`src/hw/rtl/cpt_pkg.sv`:
```
// Shared types and constants of the capture-period tachometer.
package cpt_pkg;

  // Event kinds carried on the input tuser
  typedef enum logic [1:0] {
    ACT_OVERFLOW = 2'd0,
    ACT_CAPTURE  = 2'd1,
    ACT_STOP     = 2'd2,
    ACT_ACK      = 2'd3
  } cpt_action_t;

  // Register indexes (paddr[3:2])
  localparam logic [1:0] REG_TICKS_PER_US   = 2'd0;
  localparam logic [1:0] REG_PULSES_PER_REV = 2'd1;
  localparam logic [1:0] REG_STOP_LIMIT     = 2'd2;

  // Register reset values
  localparam logic [7:0]  TICKS_PER_US_RST   = 8'd32;
  localparam logic [7:0]  PULSES_PER_REV_RST = 8'd5;
  localparam logic [15:0] STOP_LIMIT_RST     = 16'd20;

  // Divider geometry
  localparam int DIV_W    = 32;
  localparam int STEP_W   = 6;
  localparam int RPM_NUM_W = 26;

  // 60e6 us per minute, left-aligned in the dividend so 26 steps give the quotient
  localparam logic [DIV_W-1:0] RPM_NUM      = 32'd60000000;
  localparam logic [DIV_W-1:0] RPM_DIVIDEND = RPM_NUM << (DIV_W - RPM_NUM_W);
  localparam logic [STEP_W-1:0] STEPS_FULL  = STEP_W'(DIV_W);
  localparam logic [STEP_W-1:0] STEPS_RPM   = STEP_W'(RPM_NUM_W);

  localparam logic [15:0] SPEED_MAX = 16'hFFFF;
  localparam logic [15:0] COUNT_MAX = 16'hFFFF;

  // Divider request and response
  typedef struct packed {
    logic              start;
    logic [DIV_W-1:0]  dividend;
    logic [DIV_W-1:0]  divisor;
    logic [STEP_W-1:0] steps;
  } cpt_div_req_t;

  typedef struct packed {
    logic             done;
    logic [DIV_W-1:0] quotient;
  } cpt_div_rsp_t;

endpackage

```
`src/hw/rtl/cpt_divider.sv`:
```
// Shared restoring divider, one quotient bit per cycle.
module cpt_divider
  import cpt_pkg::*;
(
  input  logic         clk,
  input  logic         rst,
  input  cpt_div_req_t req,
  output cpt_div_rsp_t rsp
);

  logic [STEP_W-1:0] count;
  logic [DIV_W-1:0]  rem;
  logic [DIV_W-1:0]  dq;
  logic [DIV_W-1:0]  dvsr;
  logic              done;
  logic [DIV_W:0]    trial;

  // Trial subtraction of the divisor from the shifted partial remainder
  assign trial = {rem, dq[DIV_W-1]} - {1'b0, dvsr};

  // Step counter and done pulse
  always_ff @(posedge clk) begin
    if (rst) begin
      count <= '0;
      done  <= 1'b0;
    end else if (req.start) begin
      count <= req.steps;
      done  <= 1'b0;
    end else if (count != '0) begin
      count <= count - STEP_W'(1);
      done  <= (count == STEP_W'(1));
    end else begin
      done  <= 1'b0;
    end
  end

  // Datapath: remainder and dividend/quotient shift register
  always_ff @(posedge clk) begin
    if (req.start) begin
      rem  <= '0;
      dq   <= req.dividend;
      dvsr <= req.divisor;
    end else if (count != '0) begin
      if (!trial[DIV_W]) begin
        rem <= trial[DIV_W-1:0];
        dq  <= {dq[DIV_W-2:0], 1'b1};
      end else begin
        rem <= {rem[DIV_W-2:0], dq[DIV_W-1]};
        dq  <= {dq[DIV_W-2:0], 1'b0};
      end
    end
  end

  assign rsp.done     = done;
  assign rsp.quotient = dq;

endmodule

```
`src/hw/rtl/capture_period_tachometer_unit.sv`:
```
// Top level of the capture-period tachometer: event handling, sequencer, ports.
//
// Input stream: one transfer per event. s_tuser carries the event kind
// (overflow, capture, stop tick, acknowledge), s_tdata the captured count.
// Output stream: exactly one result transfer per input transfer, carrying
// the speed in rpm and the new_measurement, stopped and done flags.
// Overflows, stop ticks, acknowledges and first captures pass from idle
// straight to the emit state, which loads the output register once it is
// free and returns to idle. A second capture runs the period division
// (32 steps), one multiply, a range check and the rpm division (26 steps)
// on a single shared divider, then emits; when the range check settles
// the speed alone, the rpm division is skipped.
// One event is handled at a time; s_tready is high only while idle.
// The result sits in an output register; if the receiver stalls, one more
// event can be taken and worked on, and its result then waits with
// s_tready low until the pending result is taken.
// Reset clears all measurement state and loads the register defaults
// (ticks_per_us 32, pulses_per_rev 5, stop_limit 20).
// Registers on the APB port: 0x0 ticks_per_us, 0x4 pulses_per_rev,
// 0x8 stop_limit; write them only while the block is idle.
module capture_period_tachometer_unit
  import cpt_pkg::*;
(
  input  logic        clk,
  input  logic        rst,
  // Input stream
  input  logic        s_tvalid,
  output logic        s_tready,
  input  logic [15:0] s_tdata,   // [15:0] capture_value
  input  logic [1:0]  s_tuser,   // [1:0] action
  // Output stream
  output logic        m_tvalid,
  input  logic        m_tready,
  output logic [15:0] m_tdata,   // [15:0] speed
  output logic [2:0]  m_tuser,   // [0] new_measurement, [1] stopped, [2] done_flag
  // Configuration
  input  logic        psel,
  input  logic        penable,
  input  logic        pwrite,
  input  logic [3:0]  paddr,
  input  logic [31:0] pwdata,
  output logic [31:0] prdata,
  output logic        pready
);

  typedef enum logic [5:0] {
    ST_IDLE  = 6'b000001,
    ST_DIV_T = 6'b000010,
    ST_MUL   = 6'b000100,
    ST_CHK   = 6'b001000,
    ST_DIV_S = 6'b010000,
    ST_EMIT  = 6'b100000
  } state_t;

  state_t state, state_next;

  logic [7:0]  ticks_per_us;
  logic [7:0]  pulses_per_rev;
  logic [15:0] stop_limit;

  logic        armed;
  logic        done;
  logic [15:0] first_count;
  logic [15:0] overflow_count;
  logic [15:0] stop_count;
  logic [15:0] speed_value;
  logic        newm;
  logic        stp;
  logic [39:0] denom;

  cpt_div_req_t div_req;
  cpt_div_rsp_t div_rsp;

  cpt_action_t action;
  logic        accept;
  logic        out_free;
  logic [31:0] raw;
  logic [15:0] stop_inc;
  logic [7:0]  div_tpu;
  logic [7:0]  div_ppr;

  assign action   = cpt_action_t'(s_tuser);
  assign s_tready = (state == ST_IDLE);
  assign accept   = s_tvalid && s_tready;
  assign out_free = !m_tvalid || m_tready;
  assign pready   = 1'b1;

  // Zero divisor registers act as one
  assign div_tpu = (ticks_per_us == 8'd0) ? 8'd1 : ticks_per_us;
  assign div_ppr = (pulses_per_rev == 8'd0) ? 8'd1 : pulses_per_rev;

  // Raw tick span, wraps mod 2^32
  assign raw = {overflow_count, 16'h0000} + {16'h0000, s_tdata} - {16'h0000, first_count};

  assign stop_inc = (stop_count == COUNT_MAX) ? stop_count : stop_count + 16'd1;

  // Configuration registers
  always_ff @(posedge clk) begin
    if (rst) begin
      ticks_per_us   <= TICKS_PER_US_RST;
      pulses_per_rev <= PULSES_PER_REV_RST;
      stop_limit     <= STOP_LIMIT_RST;
    end else if (psel && penable && pwrite && pready) begin
      case (paddr[3:2])
        REG_TICKS_PER_US:   ticks_per_us   <= pwdata[7:0];
        REG_PULSES_PER_REV: pulses_per_rev <= pwdata[7:0];
        REG_STOP_LIMIT:     stop_limit     <= pwdata[15:0];
        default: ;
      endcase
    end
  end

  // Register readback
  always_comb begin
    case (paddr[3:2])
      REG_TICKS_PER_US:   prdata = {24'h0, ticks_per_us};
      REG_PULSES_PER_REV: prdata = {24'h0, pulses_per_rev};
      REG_STOP_LIMIT:     prdata = {16'h0, stop_limit};
      default:            prdata = 32'h0;
    endcase
  end

  // Divider launch: period on a second capture, rpm when the range check passes
  always_comb begin
    div_req = '0;
    if (accept && action == ACT_CAPTURE && armed) begin
      div_req.start    = 1'b1;
      div_req.dividend = raw;
      div_req.divisor  = {24'h0, div_tpu};
      div_req.steps    = STEPS_FULL;
    end else if (state == ST_CHK && denom != '0 && denom <= {8'h0, RPM_NUM}) begin
      div_req.start    = 1'b1;
      div_req.dividend = RPM_DIVIDEND;
      div_req.divisor  = denom[31:0];
      div_req.steps    = STEPS_RPM;
    end
  end

  cpt_divider u_div (
    .clk (clk),
    .rst (rst),
    .req (div_req),
    .rsp (div_rsp)
  );

  // Sequencer
  always_comb begin
    state_next = state;
    case (state)
      ST_IDLE: begin
        if (accept) begin
          state_next = (action == ACT_CAPTURE && armed) ? ST_DIV_T : ST_EMIT;
        end
      end
      ST_DIV_T: if (div_rsp.done) state_next = ST_MUL;
      ST_MUL:   state_next = ST_CHK;
      ST_CHK:   state_next = div_req.start ? ST_DIV_S : ST_EMIT;
      ST_DIV_S: if (div_rsp.done) state_next = ST_EMIT;
      ST_EMIT:  if (out_free) state_next = ST_IDLE;
      default:  state_next = ST_IDLE;
    endcase
  end

  always_ff @(posedge clk) begin
    if (rst) state <= ST_IDLE;
    else     state <= state_next;
  end

  // Period times pulses per revolution
  always_ff @(posedge clk) begin
    if (state == ST_MUL) denom <= {8'h00, div_rsp.quotient} * {32'h0, div_ppr};
  end

  // Measurement state and per-item flags
  always_ff @(posedge clk) begin
    if (rst) begin
      armed          <= 1'b0;
      done           <= 1'b0;
      first_count    <= '0;
      overflow_count <= '0;
      stop_count     <= '0;
      speed_value    <= '0;
      newm           <= 1'b0;
      stp            <= 1'b0;
    end else if (accept) begin
      newm <= 1'b0;
      stp  <= 1'b0;
      case (action)
        ACT_OVERFLOW: begin
          if (armed && overflow_count != COUNT_MAX)
            overflow_count <= overflow_count + 16'd1;
        end
        ACT_CAPTURE: begin
          overflow_count <= '0;
          if (armed) begin
            stop_count <= '0;
            done       <= 1'b1;
            armed      <= 1'b0;
            newm       <= 1'b1;
          end else begin
            first_count <= s_tdata;
            armed       <= 1'b1;
            done        <= 1'b0;
          end
        end
        ACT_STOP: begin
          if (stop_inc >= stop_limit) begin
            speed_value <= '0;
            stop_count  <= '0;
            stp         <= 1'b1;
          end else begin
            stop_count <= stop_inc;
          end
        end
        ACT_ACK:  done <= 1'b0;
        default: ;
      endcase
    end else if (state == ST_CHK && !div_req.start) begin
      // Zero denominator saturates; period times pulses beyond the numerator gives zero
      speed_value <= (denom == '0) ? SPEED_MAX : 16'h0000;
    end else if (state == ST_DIV_S && div_rsp.done) begin
      speed_value <= (div_rsp.quotient > {16'h0, SPEED_MAX}) ?
                     SPEED_MAX : div_rsp.quotient[15:0];
    end
  end

  // Output register
  always_ff @(posedge clk) begin
    if (rst) begin
      m_tvalid <= 1'b0;
    end else if (state == ST_EMIT && out_free) begin
      m_tvalid <= 1'b1;
    end else if (m_tready) begin
      m_tvalid <= 1'b0;
    end
  end

  always_ff @(posedge clk) begin
    if (state == ST_EMIT && out_free) begin
      m_tdata <= speed_value;
      m_tuser <= {done, stp, newm};
    end
  end

endmodule
```
`config.mk`:
```
export PLATFORM = sky130hd
export DESIGN_NAME = capture_period_tachometer_unit
export DESIGN_NICKNAME = d
export VERILOG_FILES = /design/src/hw/rtl/cpt_pkg.sv /design/src/hw/rtl/cpt_divider.sv /design/src/hw/rtl/capture_period_tachometer_unit.sv
export SDC_FILE = /design/constraint.sdc
export NUM_CORES = 1
export LEC_CHECK = 0
export BUFFER_PORTS_ARGS = -buffer_cell sky130_fd_sc_hd__buf_2
export CORE_ASPECT_RATIO = 1.25
export CORE_UTILIZATION = 40
export DETAILED_ROUTE_END_ITERATION = 10
export SLEW_MARGIN = 20
export SYNTH_ARGS = -nofsm -noshare
export SYNTH_HDL_FRONTEND = slang
export SYNTH_SLANG_ARGS = --single-unit
```
`constraint.sdc`:
```
create_clock -name clk -period 4.8 [get_ports clk]
set_input_delay 0.24 -clock clk [delete_from_list [all_inputs] [get_ports clk]]
set_output_delay 0.24 -clock clk [all_outputs]
set_load 0.02 [all_outputs]
```
==> results.md, run 1 <==
* Status: complete, but fails checks
* Failing checks: negative setup slack
* CTS sink cnt at approximately 270
* IO Pins at 115
* Die Wd at 214 um
* Iteration-0 DRC Markers at 792
* Number of diodes at 0
* Worst-path fanout max at 10
* HPWL after DPL at 45,000 um
* Global-route wire length before repair at 93,900 um
* Crit path cell chain: buf_12, clkbuf_16, and2_1, fa_1, fa_1, fa_1, inv_1, fa_1, inv_2, ha_4, o21a_1, o31a_1, o31a_1, nor3b_4, o21ai_4, or3_4, a31oi_4, o21ai_1, xor2_1
* FP Rows at 96
* Critical path capture point type: flip-flop
* Yosys warns at 0
* Final hold violation count at 0
* Crit path top cell by count: fa_1
* Routability Congestion at 0.927
* Top cell type's share of synthesized area at 0.164
* Reg2Reg Depth at 19
* Total track usage at 0.201
* HP Class: input pin to flip-flop
* Fin crit period at 5.17 ns
* Worst Skew at 0.0199 ns
* Req. time, crit path at 5.14 ns
* Synth area leader: edfxtp_1
* Commonest non-fill, non-tap cells in the layout: inv_1, and2_1, nand2_1
* Final Util at 0.492
* Pin count of the biggest net entering global routing at 56
* Reg clk slew, reported paths at approximately 0.06 ns
* Overall power at 17.5 mW
* Peak VDD IR at 0.000423 V
* Mapped Area at 22,500 um^2
* Relative slew slack at 0.279
* Reg2reg start: pulses_per_rev[3]
* Die Footprint at ~57,000 um^2
* TritonCTS Buffers at 31
* DR pass1 iterations at 5
* CP startpoint kind: flip-flop
* Primary FF master, synth: dfxtp_1
* Most common cell after layout, fill and taps aside: inv_1
* Number of port buffers at 79
* Slowest stage delay, CP at 0.51 ns
* Buf/Inv on CP at 4
* Capturing point of the worst reg2reg path: denom[37]
* Crit path DAT at ~5.5 ns
* Post-synth ARST share at 0
* Die Y at 267 um
* Via Count at 17,800
* Cell Pwr Density at 645 nW/um^2
* Clock root buffer: clkbuf_16
* Maxcap violations at 0
* Number of enable flip-flop cells after synthesis at 123
* Initial antenna violation count at 0
* Initial core utilization at 0.408
* Setup-failing EPs final at 19
* Worst-Margin Slew at 1.08 ns
* Hold Startpoint: s_tuser[0]
* Residual DRC at 0
* Crit share post-route at 1.08
* Hold path endpoint: done
* H-tree levels at 1
* Final WL at 58,700 um
* Net count, final at 3,085
* Crit path max-delay family: adder cells
* WHS Path Cells at 4
* Flip-flop and latch count after synthesis at 269
* Leading post-synthesis cells by cell area: edfxtp_1, fa_1, dfxtp_1
* Yosys cell types at 86
* CTS tree: done
* Mapped Cells at roughly 2,500
* Vias/cell at approximately 5.1
* Post-route antenna net violation count at 0
* Unrepaired setup endpoints after global routing: yes
* Max Root-Sink Buffers at 3
* Syn_area_per_cell at roughly 9.2 um^2
* Dpl ws at -0.559 ns
* Maximum clock frequency at 193 MHz
* Clk Latency, worst-skew pair at 0.60 ns
* Final worst slack at -0.372 ns
* Register area share after synthesis at 0.294
* Share of cells above drive strength 1 at 0.187
* WS Path Type: flip-flop to flip-flop
* Layout area overhead at 20.7%
* Flop2flop setup slack at -0.37 ns
* Average wire per standard cell at between 15 and 20 um
* Slowest CP cell: fa_1
* GRT overflow at 0
* Core ar. at 55,300 um^2
* Fin. max-slew vios at 0
* Leak at 12.2 nW
* Vias in the first global route at 18,400
[sequential cells by signal (all words and copies together), names as in the netlist]
signal          count
armed               1
denom              40
done                1
first_count        16
m_tdata            16
m_tuser             3
m_tvalid            1
newm                1
overflow_count     16
pulses_per_rev      8
speed_value        16
state               6
stop_count         16
stop_limit         16
stp                 1
ticks_per_us        8
u_div.count         6
u_div.done          1
u_div.dq           32
u_div.dvsr         32
u_div.rem          32
[per-stage QoR]
| stage | instances | setup TNS (ns) | hold slack [ns] | cell area (um^2) |
|---|---|---|---|---|
| CTS | 3460 | -3.29 | 0.0859 | 26900 |
| detailed placement | 3348 | -5.43 | 0.423 | 25100 |
| global placement | 3348 | -4.60 | 0.421 | 25100 |
| floorplan | 2479 | -0.0728 | 0.358 | 23100 |
| global route | 3473 | -6.92 | 0.142 | 27200 |
| finish | 3473 | -4.07 | 0.121 | 27200 |
[how the worst max path moves through the flow]
stage	cells after the start	from	endpoint
2_1_floorplan	16	u_div.dq[9]	denom[38]
3_3_place_gp	20	pulses_per_rev[3]	denom[28]
3_5_place_dp	17	u_div.dq[9]	denom[28]
4_1_cts	17	u_div.dq[5]	denom[38]
5_1_grt	18	u_div.dq[6]	denom[38]
6_report	19	pulses_per_rev[3]	denom[37]
[worst min-delay path: stages]
cell     delay [ns]
buf_2          0.14
inv_1          0.09
o21ai_0        0.09
a21oi_1        0.13
[final cells by class]
| type | instances | area [um^2] |
|---|---|---|
| clock buffer | 47 | 920 |
| clock inverter | 11 | 155 |
| fill | 5153 | 28100 |
| inverter | 275 | 1040 |
| multi-input combinational | 1810 | 15000 |
| sequential | 269 | 6630 |
| tap | 735 | 920 |
| timing repair buffer | 326 | 2530 |
[timing repair]
action,4_1_cts,5_1_grt
gates resized for setup,48,41
hold buffers,33,0
gates cloned,0,2
setup buffers,22,15
endpoints found under the hold margin,49,0
pin swaps,26,32
endpoints found under the setup margin,20,39
[routing by layer]
layer,part of all wire,GRT usage
met5,0,0
met4,0.031,0.0747
met3,0.031,0.0223
met2,0.53,0.379
met1,0.41,0.233
[Yosys cell counts, types with 37 or more instances]
library cell,instances
a21oi_1,152
ha_1,129
mux2i_1,48
dfxtp_1,146
and2_1,250
xnor2_1,69
a21o_1,43
edfxtp_1,123
xor2_1,41
o21ai_0,95
nand2_1,204
and3_1,37
nor3_1,41
nand3_1,47
inv_1,274
fa_1,182
clkbuf_1,85
nor2_1,135
[report_power, final]
part	internal [mW]	total, mW	switching (mW)
logic	5.55	11.5	5.99
clock network	1.49	2.49	1.01
registers	3.14	3.51	0.368
total	10.2	17.5	7.36
[kinds of logic after synthesis]
| kind of cell | share of synthesized area |
|---|---|
| compound gates | 0.132 |
| xor+xnor | 0.0440 |
| fa+ha+maj | 0.233 |
| buf+inv | 0.0727 |
| flops | 0.294 |
| mux | 0.0233 |
| other cells | 0.000333 |
| simple gates | 0.201 |
(Power assumes the default switching activity.)
==> inputs of run 2 (changes only) <==
- SYNTH_HIERARCHICAL: default -> 1
==> results.md, run 2 <==
* Top cell type's share of synthesized area at 0.161
* Global-route wire length before repair at 99,400 um
* WS Path Type: flip-flop to flip-flop
* Capturing point of the worst reg2reg path: denom[39]
* Die Footprint at 58,300 um^2
* Number of port buffers at 79
* Hold Startpoint: m_tready
* Req. time, crit path at 5.12 ns
* Number of enable flip-flop cells after synthesis at 123
* Compound-Gate Fraction of Synth Area at 0.139
* Net count, final at 3,230
* Slowest CP cell: fa_1
* Cell Pwr Density at 653 nW/um^2
* Max Root-Sink Buffers at 3
* Crit share post-route at 1.09
* GRT overflow at 0
* Flop2flop setup slack at -0.44 ns
* Most common cell after layout, fill and taps aside: inv_1
* Post-route antenna net violation count at 0
* Residual DRC at 0
* Pin count of the biggest net entering global routing at 73
* Fin crit period at 5.24 ns
* Setup-failing EPs final at 19
* Share of cells above drive strength 1 at 0.212
* Maxcap violations at 0
* CTS tree: done
* Initial core utilization at 0.407
* Syn_area_per_cell at 9.00 um^2
* Critical path capture point type: flip-flop
* Number of diodes at 0
* XOR/XNOR Fraction of Synth Area at 0.0359
* Vias/cell at between 5 and 6
* Buf/Inv on CP at 3
* H-tree levels at 1
* Register area share after synthesis at 0.288
* Overall power at 18.4 mW
* Average wire per standard cell at 16.5 um
* Worst-Margin Slew at 1.09 ns
* Layout area overhead at 22.5%
* Mapped Cells at 2,548
* Synth area leader: edfxtp_1
* Clk Latency, worst-skew pair at 0.61 ns
* Leading post-synthesis cells by cell area: edfxtp_1, fa_1, dfxtp_1
* Via Count at 19,000
* Largest Register: denom
* Vias in the first global route at 19,900
* Core ar. at 56,300 um^2
* Initial antenna violation count at 2
* Die Y at 270 um
* CP startpoint kind: flip-flop
* Final Util at 0.499
* Status: complete, but fails checks
* Max reg flops at 40
* Worst-path fanout max at 7
* Post-synth ARST share at 0
* Final WL at 59,900 um
* Hold path endpoint: m_tvalid
* Routability Congestion at between 0.9 and 1
* Reg clk slew, reported paths at 0.06 ns
* Slowest stage delay, CP at 0.57 ns
* IO Pins at 115
* Peak VDD IR at 0.000453 V
* Clock root buffer: clkbuf_16
* Main combinational cell family by area after synthesis: adder cells
* Mapped Area at 22,900 um^2
* FP Rows at 97
* Area after DPL at 25,700 um^2
* Commonest cells in the synthesized netlist: inv_1, and2_1, nand2_1
* Total track usage at 0.207
* TritonCTS Buffers at 31
* Primary FF master, synth: dfxtp_1
* Crit path max-delay family: adder cells
* Most frequent cell after synthesis: inv_1
* Crit path DAT at 5.55 ns
* Leak at approximately 12 nW
* Final hold violation count at 0
* CTS sink cnt at 269
* Crit path top cell by count: fa_1
* Post-synthesis adder-cell area fraction at 0.229
* Relative slew slack at 0.270
* HPWL after DPL at ~45,000 um
* Reg2reg start: u_div/dq[2]
* Post-synthesis simple-gate area fraction at 0.208
* Die Wd at 216 um
* WHS Path Cells at 3
* Worst Skew at approximately 0.04 ns
* Fin. max-slew vios at 0
* Yosys warns at 6
* Final worst slack at -0.437 ns
* Maximum clock frequency at about 190 MHz
* Dpl ws at -0.563 ns
* Commonest non-fill, non-tap cells in the layout: inv_1, buf_4, and2_1
* Mux contribution to synthesized area at 0.0266
* Fillers at 5,322
* Yosys cell types at 85
* DR pass1 iterations at 6
* Unrepaired setup endpoints after global routing: yes
* Design area at 28,100 um^2
* Flip-flop and latch count after synthesis at between 200 and 300
* Reg2Reg Depth at 18
* HP Class: input pin to flip-flop
* Crit path cell chain: and2_4, fa_1, fa_1, fa_1, inv_2, fa_1, inv_2, ha_4, and4_1, o2111ai_2, a31oi_4, buf_6, o21bai_4, a2111o_1, nand3_2, a311o_1, and4_1, nor3_1
* Failing checks: negative setup slack
* Iteration-0 DRC Markers at 1,077
run 2: final cells by class:
type | count | area, um^2 | area share
clock inverter | 19 | 250 | 0.00890
sequential | 269 | 6640 | 0.236
tap | 742 | 928 | 0.0330
multi-input combinational | 1887 | 15400 | 0.548
inverter | 288 | 1080 | 0.0385
clock buffer | 39 | 836 | 0.0297
timing repair buffer | 381 | 2960 | 0.105
run 2: timing repair:
action / CTS / global route
endpoints found under the hold margin: 45 / 0
endpoints found under the setup margin: 22 / 24
hold buffers: 32 / 0
resized for setup: 89 / 54
buffers inserted: 50 / 11
gates cloned: 0 / 1
pin swaps: 83 / 51
run 2: worst max path at each step:
stage                       from  slack [ns]  depth (start not counted)         to
2_1_floorplan  pulses_per_rev[2]       -0.21                         19  denom[29]
3_3_place_gp   pulses_per_rev[4]       -0.48                         19  denom[39]
3_5_place_dp         u_div/dq[3]       -0.56                         18  denom[39]
4_1_cts              u_div/dq[5]       -0.45                         18  denom[39]
5_1_grt        pulses_per_rev[6]       -0.60                         22  denom[39]
6_report             u_div/dq[2]       -0.44                         18  denom[39]
run 2: kinds of logic (layout without fill, tap and decap cells):
| family | Yosys count | in the layout |
|---|---|---|
| AO/OA/AOI/OAI | 482 | 482 |
| XOR/XNOR | 94 | 94 |
| adder cells (fa/ha/maj) | 311 | 311 |
| buffers and inverters | 415 | 727 |
| flip-flops | 269 | 269 |
| multiplexers | 57 | 57 |
| other | 2 | 25 |
| AND/OR/NAND/NOR | 918 | 918 |
run 2: power by group:
| part | internal, mW | leakage (nW) | switching (mW) |
|---|---|---|---|
| registers | 3.16 | 2.33 | 0.391 |
| logic | 6.02 | 9.44 | 6.24 |
| clock network | 1.51 | 0.532 | 1.04 |
| total | 10.7 | 12.3 | 7.67 |
run 2: metrics by stage:
step | hold WS, ns | instances | setup TNS [ns]
floorplan | 0.312 | 2571 | -0.512
global placement | 0.417 | 3474 | -5.67
detailed placement | 0.418 | 3474 | -6.96
CTS | 0.00845 | 3613 | -4.18
global route | 0.0266 | 3625 | -7.49
finish | 0.0286 | 3625 | -4.08
run 2: worst min-delay path: stages:
cell      delay [ns]
buf_2           0.07
nand2b_1        0.17
a21oi_1         0.10
run 2: routing by layer:
metal  part of all wire  vias up  GRT usage
li1                   -     9260          -
met3              0.037       94     0.0212
met1               0.42     9306      0.250
met4              0.027        0     0.0636
met5                  0        -          0
met2               0.52      367      0.381
